--- config.mk ---
export PLATFORM = sky130hd
export DESIGN_NAME = ltb_ctrl
export DESIGN_NICKNAME = d
export VERILOG_FILES = /design/src/rtl/core/ltb_pkg.sv /design/src/rtl/core/ltb_ctrl.sv
export SDC_FILE = /design/constraint.sdc
export NUM_CORES = 1
export LEC_CHECK = 0
export ABC_AREA = 1
export BUFFER_PORTS_ARGS = -buffer_cell sky130_fd_sc_hd__buf_2
export CELL_PAD_IN_SITES_DETAIL_PLACEMENT = 1
export CELL_PAD_IN_SITES_GLOBAL_PLACEMENT = 1
export CORE_AREA = 3 3 40 42
export CTS_CLUSTER_SIZE = 40
export DETAILED_ROUTE_END_ITERATION = 8
export DIE_AREA = 0 0 43 45
export GPL_TIMING_DRIVEN = 0
export PLACE_DENSITY = 0.57
export SLEW_MARGIN = 20
export SYNTH_ARGS = -nofsm -noshare
export SYNTH_HDL_FRONTEND = slang
export SYNTH_SLANG_ARGS = --single-unit
--- constraint.sdc ---
create_clock -name clk_i -period 1 [get_ports clk_i]
set_input_delay 0.05 -clock clk_i [delete_from_list [all_inputs] [get_ports clk_i]]
set_output_delay 0.05 -clock clk_i [all_outputs]
set_load 0.05 [all_outputs]
--- src/rtl/core/ltb_pkg.sv ---
// Shared types, constants and helpers for the line evicting text buffer.
// No dependencies; used by every module in rtl/core except ltb_ram.

package ltb_pkg;

  // Store geometry: ring of CAPACITY bytes
  localparam int unsigned CAPACITY = 512;
  localparam int unsigned ADDR_W   = $clog2(CAPACITY);
  localparam int unsigned CNT_W    = $clog2(CAPACITY + 1);
  localparam int unsigned CHAR_W   = 8;

  localparam logic [CHAR_W-1:0] NEWLINE = 8'd10;

  // Input action codes
  localparam logic ACT_APPEND = 1'b0;
  localparam logic ACT_READ   = 1'b1;

  typedef enum logic [2:0] {
    ST_IDLE,
    ST_CHECK,
    ST_RD_WAIT,
    ST_SCAN_RD,
    ST_SCAN_CMP,
    ST_APPEND
  } state_e;

  // Controller to datapath
  typedef struct packed {
    logic capture;   // latch the input item
    logic rd_scan;   // RAM read address from scan counter, else from read offset
    logic scan_inc;  // step scan to next character
    logic evict;     // drop scan+1 oldest characters
    logic write;     // append the latched character
    logic respond;   // load and strobe the result
  } cmd_t;

  // Datapath to controller
  typedef struct packed {
    logic is_read;
    logic full;
    logic off_valid;
    logic data_nl;
    logic scan_last;
  } sts_t;

  // Ring index of the character at offset off from base (off <= CAPACITY)
  function automatic logic [ADDR_W-1:0] ring_index(input logic [ADDR_W-1:0] base,
                                                    input logic [CNT_W-1:0]  off);
    logic [CNT_W:0] sum;
    sum = {{(CNT_W + 1 - ADDR_W){1'b0}}, base} + {1'b0, off};
    if (sum >= (CNT_W + 1)'(CAPACITY)) begin
      sum = sum - (CNT_W + 1)'(CAPACITY);
    end
    return sum[ADDR_W-1:0];
  endfunction

endpackage

--- src/rtl/core/ltb_ctrl.sv ---
// Controller state machine: sequences read, append and line eviction scan.
// Depends on ltb_pkg.

module ltb_ctrl (
  input  logic          clk_i,
  input  logic          rst_ni,
  input  logic          start_i,
  output logic          busy_o,
  input  ltb_pkg::sts_t sts_i,
  output ltb_pkg::cmd_t cmd_o
);

  ltb_pkg::state_e state_q, state_d;

  // State register
  always_ff @(posedge clk_i or negedge rst_ni) begin
    if (!rst_ni) begin
      state_q <= ltb_pkg::ST_IDLE;
    end else begin
      state_q <= state_d;
    end
  end

  // Next state and commands
  always_comb begin
    state_d = state_q;
    cmd_o   = '0;
    busy_o  = 1'b1;
    unique case (state_q)
      ltb_pkg::ST_IDLE: begin
        busy_o = 1'b0;
        if (start_i) begin
          cmd_o.capture = 1'b1;
          state_d       = ltb_pkg::ST_CHECK;
        end
      end
      ltb_pkg::ST_CHECK: begin
        if (sts_i.is_read) begin
          // read address issued here from the offset
          if (sts_i.off_valid) begin
            state_d = ltb_pkg::ST_RD_WAIT;
          end else begin
            cmd_o.respond = 1'b1;
            state_d       = ltb_pkg::ST_IDLE;
          end
        end else if (sts_i.full) begin
          state_d = ltb_pkg::ST_SCAN_RD;
        end else begin
          cmd_o.write   = 1'b1;
          cmd_o.respond = 1'b1;
          state_d       = ltb_pkg::ST_IDLE;
        end
      end
      ltb_pkg::ST_RD_WAIT: begin
        cmd_o.respond = 1'b1;
        state_d       = ltb_pkg::ST_IDLE;
      end
      ltb_pkg::ST_SCAN_RD: begin
        cmd_o.rd_scan = 1'b1;
        state_d       = ltb_pkg::ST_SCAN_CMP;
      end
      ltb_pkg::ST_SCAN_CMP: begin
        // stop at the first newline, or drop all when none is found
        if (sts_i.data_nl || sts_i.scan_last) begin
          cmd_o.evict = 1'b1;
          state_d     = ltb_pkg::ST_APPEND;
        end else begin
          cmd_o.scan_inc = 1'b1;
          state_d        = ltb_pkg::ST_SCAN_RD;
        end
      end
      ltb_pkg::ST_APPEND: begin
        cmd_o.write   = 1'b1;
        cmd_o.respond = 1'b1;
        state_d       = ltb_pkg::ST_IDLE;
      end
      default: begin
        state_d = ltb_pkg::ST_IDLE;
      end
    endcase
  end

  // Checks
  a_cmp_after_rd: assert property (@(posedge clk_i) disable iff (!rst_ni)
    (state_q == ltb_pkg::ST_SCAN_CMP) |-> ($past(state_q) == ltb_pkg::ST_SCAN_RD))
    else $error("scan compare without a preceding scan read");

  a_write_not_read: assert property (@(posedge clk_i) disable iff (!rst_ni)
    cmd_o.write |-> !sts_i.is_read)
    else $error("store written during a read item");

  a_evict_when_full: assert property (@(posedge clk_i) disable iff (!rst_ni)
    cmd_o.evict |-> sts_i.full)
    else $error("eviction on a store that is not full");

endmodule

# ---- Word level (Yosys, flattened, before mapping)
# Index checks and enable logic that the tools add are counted.
dict set report word_totals {
  regBits 3
  elab_cells 29
  in_bits 8
  output_inout_bits 7
}
dict set report classes {
  n_mux 19
  n_reduce_logical 3
  n_eq_ne 6
}
# operator count
set op_table {}
lappend op_table {{3-bit case mux with 4 select lines} 1}
lappend op_table {{1-bit two-way mux} 9}
lappend op_table {{3-bit two-way mux} 3}
lappend op_table {{2-bit two-way mux} 4}
lappend op_table {{3-bit by 2-bit == test with 1-bit output, second input constant} 2}
lappend op_table {{3-bit == test, second input constant} 2}
lappend op_table {{1-bit case mux with 2 select lines} 2}
lappend op_table {{3-bit by 1-bit == test with 1-bit output, second input constant} 1}
lappend op_table {{3-bit logical NOT} 1}
lappend op_table {{2-bit inequality test, second input constant} 1}
lappend op_table {{2-bit OR reduction} 1}
lappend op_table {{1-bit logical OR} 1}

# ---- Logic depth before layout (Yosys ltp)
# Gate-level depths: netlist of the first run.
dict set report logic_depth {
  word_depth 3
  depth_mapped 5
  depth_no_buf 5
}

# ---- Worst setup path after synthesis of the first run
# OpenSTA, ideal clock, no wires.
dict set report synth_timing {
  path_type {register to output}
  from {register state_q[1]}
  to {output cmd_o[5] (netlist bit)}
  path_buffers 0
  slack_ns -0.575
  path_stages_with_launch 4
  arrival_time_ns 1.525
  required_ns 0.950
  path_cell_list {dfrtp_1 -> nor2_2 -> nand2_2 -> nor2_1}
}
# item line
set synth_rtl {}
lappend synth_rtl {{start, declared} ltb_ctrl.sv:13} ;# ltb_pkg::state_e state_q, state_d;
lappend synth_rtl {{start signal, assigned} ltb_ctrl.sv:18} ;# state_q <= ltb_pkg::ST_IDLE;
lappend synth_rtl {{start signal, assigned} ltb_ctrl.sv:20} ;# state_q <= state_d;
lappend synth_rtl {{end, declared} ltb_ctrl.sv:10} ;# output ltb_pkg::cmd_t cmd_o

==> out/results.ini, run 1 <==
[power_and_ir_drop]
clockPowerShare=0.081
power_leakage_uw=0.000287
peakVddDrop_mv=1.40
p_sw_uw=1280
p_sw_frac=0.497
power_frac_seq=0.121
combPwrFrac=0.798
powerDensity_nw_per_um2=4200
cellInternalPower_uw=1300

[synthesis]
syn_avg_cell_area_sq_um=6.26
synth.mux.area_fraction=0
ys_seq_area_frac=0.324
synth_top_area_share=0.324
synth_cell_types=13
synth-xor-area-share=0
yosysWarningCount=0
post_synth_instance_area_sq_um=231
ys_seq_elements=3
synth_cells=37
synth_top_cell_by_area=dfrtp_1
synth.area.top_cells=dfrtp_1, inv_1, nor2_2
synth_top_family_by_area=simple AND/OR/NAND/NOR gates
synth-simple-area-share=0.400
synth-compound-area-share=0.130
syn_nets=45
synthAdderAreaFrac=0

[die]
fp.dieW_um=43
dieHeight_um=45
start_util=0.180
num_rows=13
die-area_sq_um=1940
ios=15
core-area_sq_um=1280

[drt]
viasPerCell=4.27
drcViolationCount=0
wl_um=878
initialDrtViolationCount=2
num_vias=350
wl_per_cell_um=10.7
detail-route-antenna-nets=0
drt_pass1_iterations=4

[place]
portBuffers=14
place_ws_ns=-0.215
dpl.hpwl_um=577
dpl.cell_count=66
place_congestion=0.639

[global_route]
grt-ovfl-total=0
grt_pass1_wl_um=1420
grt_antenna_before_repair=0
grt_usage=0.100
grt_pass1_vias=367
grt_max_degree=6

[worst_setup_path]
worst-r2r-cell-count=7
cp-start-kind=flip-flop
r2r_slack_ns=-0.10
reg2reg_from=state_q[1]
critPathRequiredTime_ns=0.95
crit_end=cmd_o[3]
r2r-end=state_q[1]
critPathKind=flip-flop to primary output
cp-end-kind=primary output
cp_max_fo=4
worstSetupStartpoint=state_q[0]
cp_data_arrival_time_ns=1.24

[sta]
finClkSkew_ns=0.000238
slew_violations=0
fmax_mhz=775
worst-slew-pin-transition_ns=0.356
max-slew-margin-rel=0.760
post-route-period-util=1.29
timing.final.ws_setup_ns=-0.291
hold_violations=0
fin_crit_ns=1.29
grt_setup_unrepaired=true
setup_viol=9

[clocking]
root_buffer=clkbuf_4
cts_sinks=3
clockBufferDepth=2
clkLatencyLatePin_ns=0.23
cts_tree=done
path_clk_slew_ns=0.04
h-tree-depth=1
cts_buffers=3

[final_layout]
largest_register_ffs=3
diodes=0
regMostFlops=state_q
fin_cells=82
final_nets=76
most-common-layout-cells=buf_4, nor2_4, buf_2
reg.largest.list=state_q: 3 flops
area_growth_syn_to_layout_pct=165
layout_commonest_cell=buf_4
fillers=151
drive_gt1_frac=0.776

[outcome]
violations=negative setup slack
status=finished with violations

[worst_hold_path]
min_path_type=input port to flip-flop
min_from=start_i

[job]
maxCapViolations=0

[worst min path at each step]
| stage | slack (ns) | endpoint | cells past startpoint |
|---|---|---|---|
| after floorplan | -0.25 | state_q[0] | 0 |
| after global placement | -0.15 | state_q[0] | 1 |
| after detailed placement | -0.15 | state_q[0] | 1 |
| after CTS | 0.11 | state_q[0] | 3 |
| after global routing | 0.12 | state_q[0] | 3 |
| final | 0.11 | state_q[0] | 3 |
[critical path, stage by stage, from the launching register on]
cell and delay, ns:
dfrtp_2 0.44, nor2_4 0.20, nand3_2 0.13, clkinvlp_4 0.11, buf_8 0.14
[power groups by stage]
stage	logic, uW	clock network [uW]	registers, uW
2_1_floorplan	970	0	267
3_3_place_gp	1160	0	284
3_5_place_dp	1160	0	288
4_1_cts	1740	222	301
5_1_grt	2190	234	325
6_report	2060	209	313
[stage by stage]
stage	hold slack (ns)	TNS (ns)	total power, uW	instance area (sq um)	utilization
floorplan	-0.246	-0.262	1240	279	-
global placement	-0.154	-0.674	1440	368	0.286
detailed placement	-0.153	-0.703	1450	368	0.286
CTS	0.106	-1.80	2260	537	0.418
global route	0.115	-2.55	2750	614	0.478
finish	0.106	-1.90	2580	614	0.478
[cell families after synthesis]
kind of cell	count (synthesis)
flip-flops	3
AO/OA/AOI/OAI	5
AND/OR/NAND/NOR	20
buffers and inverters	9
[final cells by class]
cell class / instances / area (sq um) / area share
clock buffers: 4 / 26.3 / 0.0428
inverters: 9 / 40.0 / 0.0652
multi-input cells: 25 / 213 / 0.346
flip-flops and latches: 3 / 78.8 / 0.128
well taps: 15 / 18.8 / 0.0305
repair buffers: 26 / 238 / 0.387
[metal layers]
metal  global-route usage  routed length [um]
met5                    0                   0
met4               0.0723                   0
met3               0.0239                  31
met2                0.180                 552
met1                0.102                 294
[synth_stat cells]
library cell,instances
a21oi_1,1
a21oi_2,1
dfrtp_1,3
inv_1,7
inv_2,2
nand2_1,6
nand2_2,1
nand3_1,4
nor2_1,5
nor2_2,4
o21ai_0,1
o21ai_1,1
o22ai_1,1
[what timing repair did]
action | in CTS | in global routing
setup endpoints to repair | 8 | 10
endpoints found under the hold margin | 3 | 0
pin swaps | 2 | 4
buffers inserted | 6 | 5
gates resized for setup | 28 | 7
hold buffers | 1 | 0
Note: power is estimated with default switching activity, not from simulation.
==> run 2, diff against run 1 <==
SLEW_MARGIN = unset   (was 20)
clock period = 1.2 ns   (was 1 ns; I/O delays follow)
==> run 2 against run 1 <==
Compared with the run above: the run still ends with negative setup slack left; total power fell by 33%; routed wire length fell by 10%; setup slack better by 0.20 ns; design area shrank 19%.
==> out/results.ini, run 2 (synthesized netlist as in run 1, its figures left out) <==
[drt]
wl_um=786  ; was 878 um
viasPerCell=4.15  ; was 4.27
detail-route-antenna-nets=0  ; unchanged
initialDrtViolationCount=3  ; was 2
drcViolationCount=0  ; unchanged
drt_pass1_iterations=2  ; was 4
wl_per_cell_um=10.1  ; was 10.7 um
num_vias=324  ; was 350

[sta]
grt_setup_unrepaired=true  ; unchanged
max-slew-margin-rel=0.827  ; was 0.760
fmax_mhz=777
timing.final.ws_setup_ns=-0.0871  ; was -0.291 ns
setup_viol=4  ; was 9
worst-slew-pin-transition_ns=0.257  ; was 0.356 ns
fin_crit_ns=1.29
finClkSkew_ns=0.00374  ; was 0.000238 ns
slew_violations=0  ; unchanged
hold_violations=0  ; unchanged
post-route-period-util=1.07

[worst_setup_path]
critPathRequiredTime_ns=1.14  ; was 0.95 ns
cpPeakStageDelay_ns=0.41  ; was 0.44 ns
crit_chain=inv_2 -> nand2_2 -> nor2_2 -> nand2_1 -> nand3_2 -> buf_8  ; was nor2_4 -> nand3_2 -> clkinvlp_4 -> buf_8
cp_num_buf_inv=2  ; unchanged
r2r_slack_ns=0.13  ; was -0.10 ns
cp_top_family=flip-flops  ; unchanged
cp-start-kind=flip-flop  ; unchanged
critPathKind=flip-flop to primary output  ; unchanged
cp_max_fo=3  ; was 4
slowest_stage=dfrtp_1  ; was dfrtp_2
cp-end-kind=primary output  ; unchanged
cp_data_arrival_time_ns=1.23  ; was 1.24 ns

[final_layout]
drive_gt1_frac=0.667  ; was 0.776
most-common-layout-cells=buf_2, buf_4, inv_1  ; was buf_4, nor2_4, buf_2
area_growth_syn_to_layout_pct=115  ; was 165%
final_cell_area_sq_um=497  ; was 614 sq um
final_nets=72  ; was 76
largest_register_ffs=3  ; unchanged
diodes=0  ; unchanged
postLayoutCoreUtil=0.387  ; was 0.478
reg.largest.list=state_q: 3 flops  ; unchanged
regMostFlops=state_q  ; unchanged

[die]
dieHeight_um=45  ; unchanged
die-area_sq_um=1940  ; unchanged
core-area_sq_um=1280  ; unchanged
ios=15  ; unchanged
fp.dieW_um=43  ; unchanged
num_rows=13  ; unchanged
start_util=0.180  ; unchanged

[global_route]
grt_antenna_before_repair=0  ; unchanged
grt_max_degree=6  ; unchanged
grt_util_met1=0.0998  ; was 0.102
grt_usage=0.0936  ; was 0.100
gr-usage-met2=0.156  ; was 0.180
grt_busiest_layer=met2  ; unchanged
gr-usage-met3=0.0398  ; was 0.0239
grt_pass1_wl_um=1310  ; was 1420 um
grt-ovfl-total=0  ; unchanged
grt_pass1_vias=343  ; was 367

[outcome]
status=finished with violations  ; unchanged
violations=negative setup slack  ; unchanged

[clocking]
h-tree-depth=1  ; unchanged
clockBufferDepth=2  ; unchanged
clkLatencyLatePin_ns=0.23  ; about the same
cts_sinks=3  ; unchanged
cts_tree=done  ; unchanged
path_clk_slew_ns=0.04  ; about the same
root_buffer=clkbuf_4  ; unchanged
cts_buffers=3  ; unchanged

[place]
dpl.hpwl_um=535  ; was 577 um
place_congestion=0.692  ; was 0.639
place_area_sq_um=332  ; was 368 sq um
portBuffers=14  ; unchanged

[power_and_ir_drop]
powerDensity_nw_per_um2=3490  ; was 4200 nW/um^2
power_leakage_uw=0.000259  ; was 0.000287 uW
power.total_uw=1730  ; was 2580 uW
peakVddDrop_mv=1.04  ; was 1.40 mV

[worst_hold_path]
min_path_type=input port to flip-flop  ; unchanged

[job]
maxCapViolations=0  ; unchanged

run 2: cell types whose count changed in the layout (fill, tap and decap cells not counted), sizes merged:
cell	change
inv	+1
clkinvlp	-1
buf	-4
run 2: worst paths after layout:
| kind | from | end | depth (start not counted) |
|---|---|---|---|
| max in group asynchronous | rst_ni | state_q[0] | 2 |
| hold / removal | start_i | state_q[0] | 3 |
| hold reg to reg | state_q[0] | state_q[0] | 3 |
| setup / recovery | state_q[1] | cmd_o[0] | 6 |
| setup reg to reg | state_q[0] | state_q[0] | 5 |
| min in group asynchronous | rst_ni | state_q[1] | 2 |
run 2: through the flow:
stage          TNS, ns  std cells  hold slack (ns)  setup WS (ns)
6_report        -0.172         78            0.118        -0.0871
4_1_cts         -0.219         76            0.114        -0.0849
5_1_grt         -0.687         78            0.117         -0.189
2_1_floorplan   -0.157         37           -0.236         -0.157
3_5_place_dp         0         66           -0.143         0.0412
3_3_place_gp         0         66           -0.143         0.0324
run 2: timing repair:
action	CTS	global route
buffers inserted	5	2
setup endpoints to repair	7	7
pin swaps	2	3
hold buffers	1	0
endpoints found under the hold margin	3	0
gates cloned	0	0
resized for setup	15	10
run 2: routing by layer:
metal / routed length, um / share of wire
met2: 476 / 0.61
met4: 0 / 0
met5: 0 / 0
met1: 274 / 0.35
met3: 35 / 0.045
run 2: power by group:
part	total, uW	internal [uW]	switching, uW
clock	178	125	53.4
combinational	1320	548	776
sequential	232	159	73.1
run 2: layout make-up:
cell class,instances,area (sq um)
Sequential cell,3,77.6
Clock buffer,4,26.3
Timing Repair Buffer,22,184
Multi-Input combinational cell,25,156
Tap cell,15,18.8
Inverter,9,33.8
Fill cell,168,788
run 2: worst min-delay path: cells and delay by family:
family	cells	cell delay [ns]
and+or+nand+nor	1	0.04
AOI/OAI and AO/OA	1	0.11
buffers and inverters	1	0.09
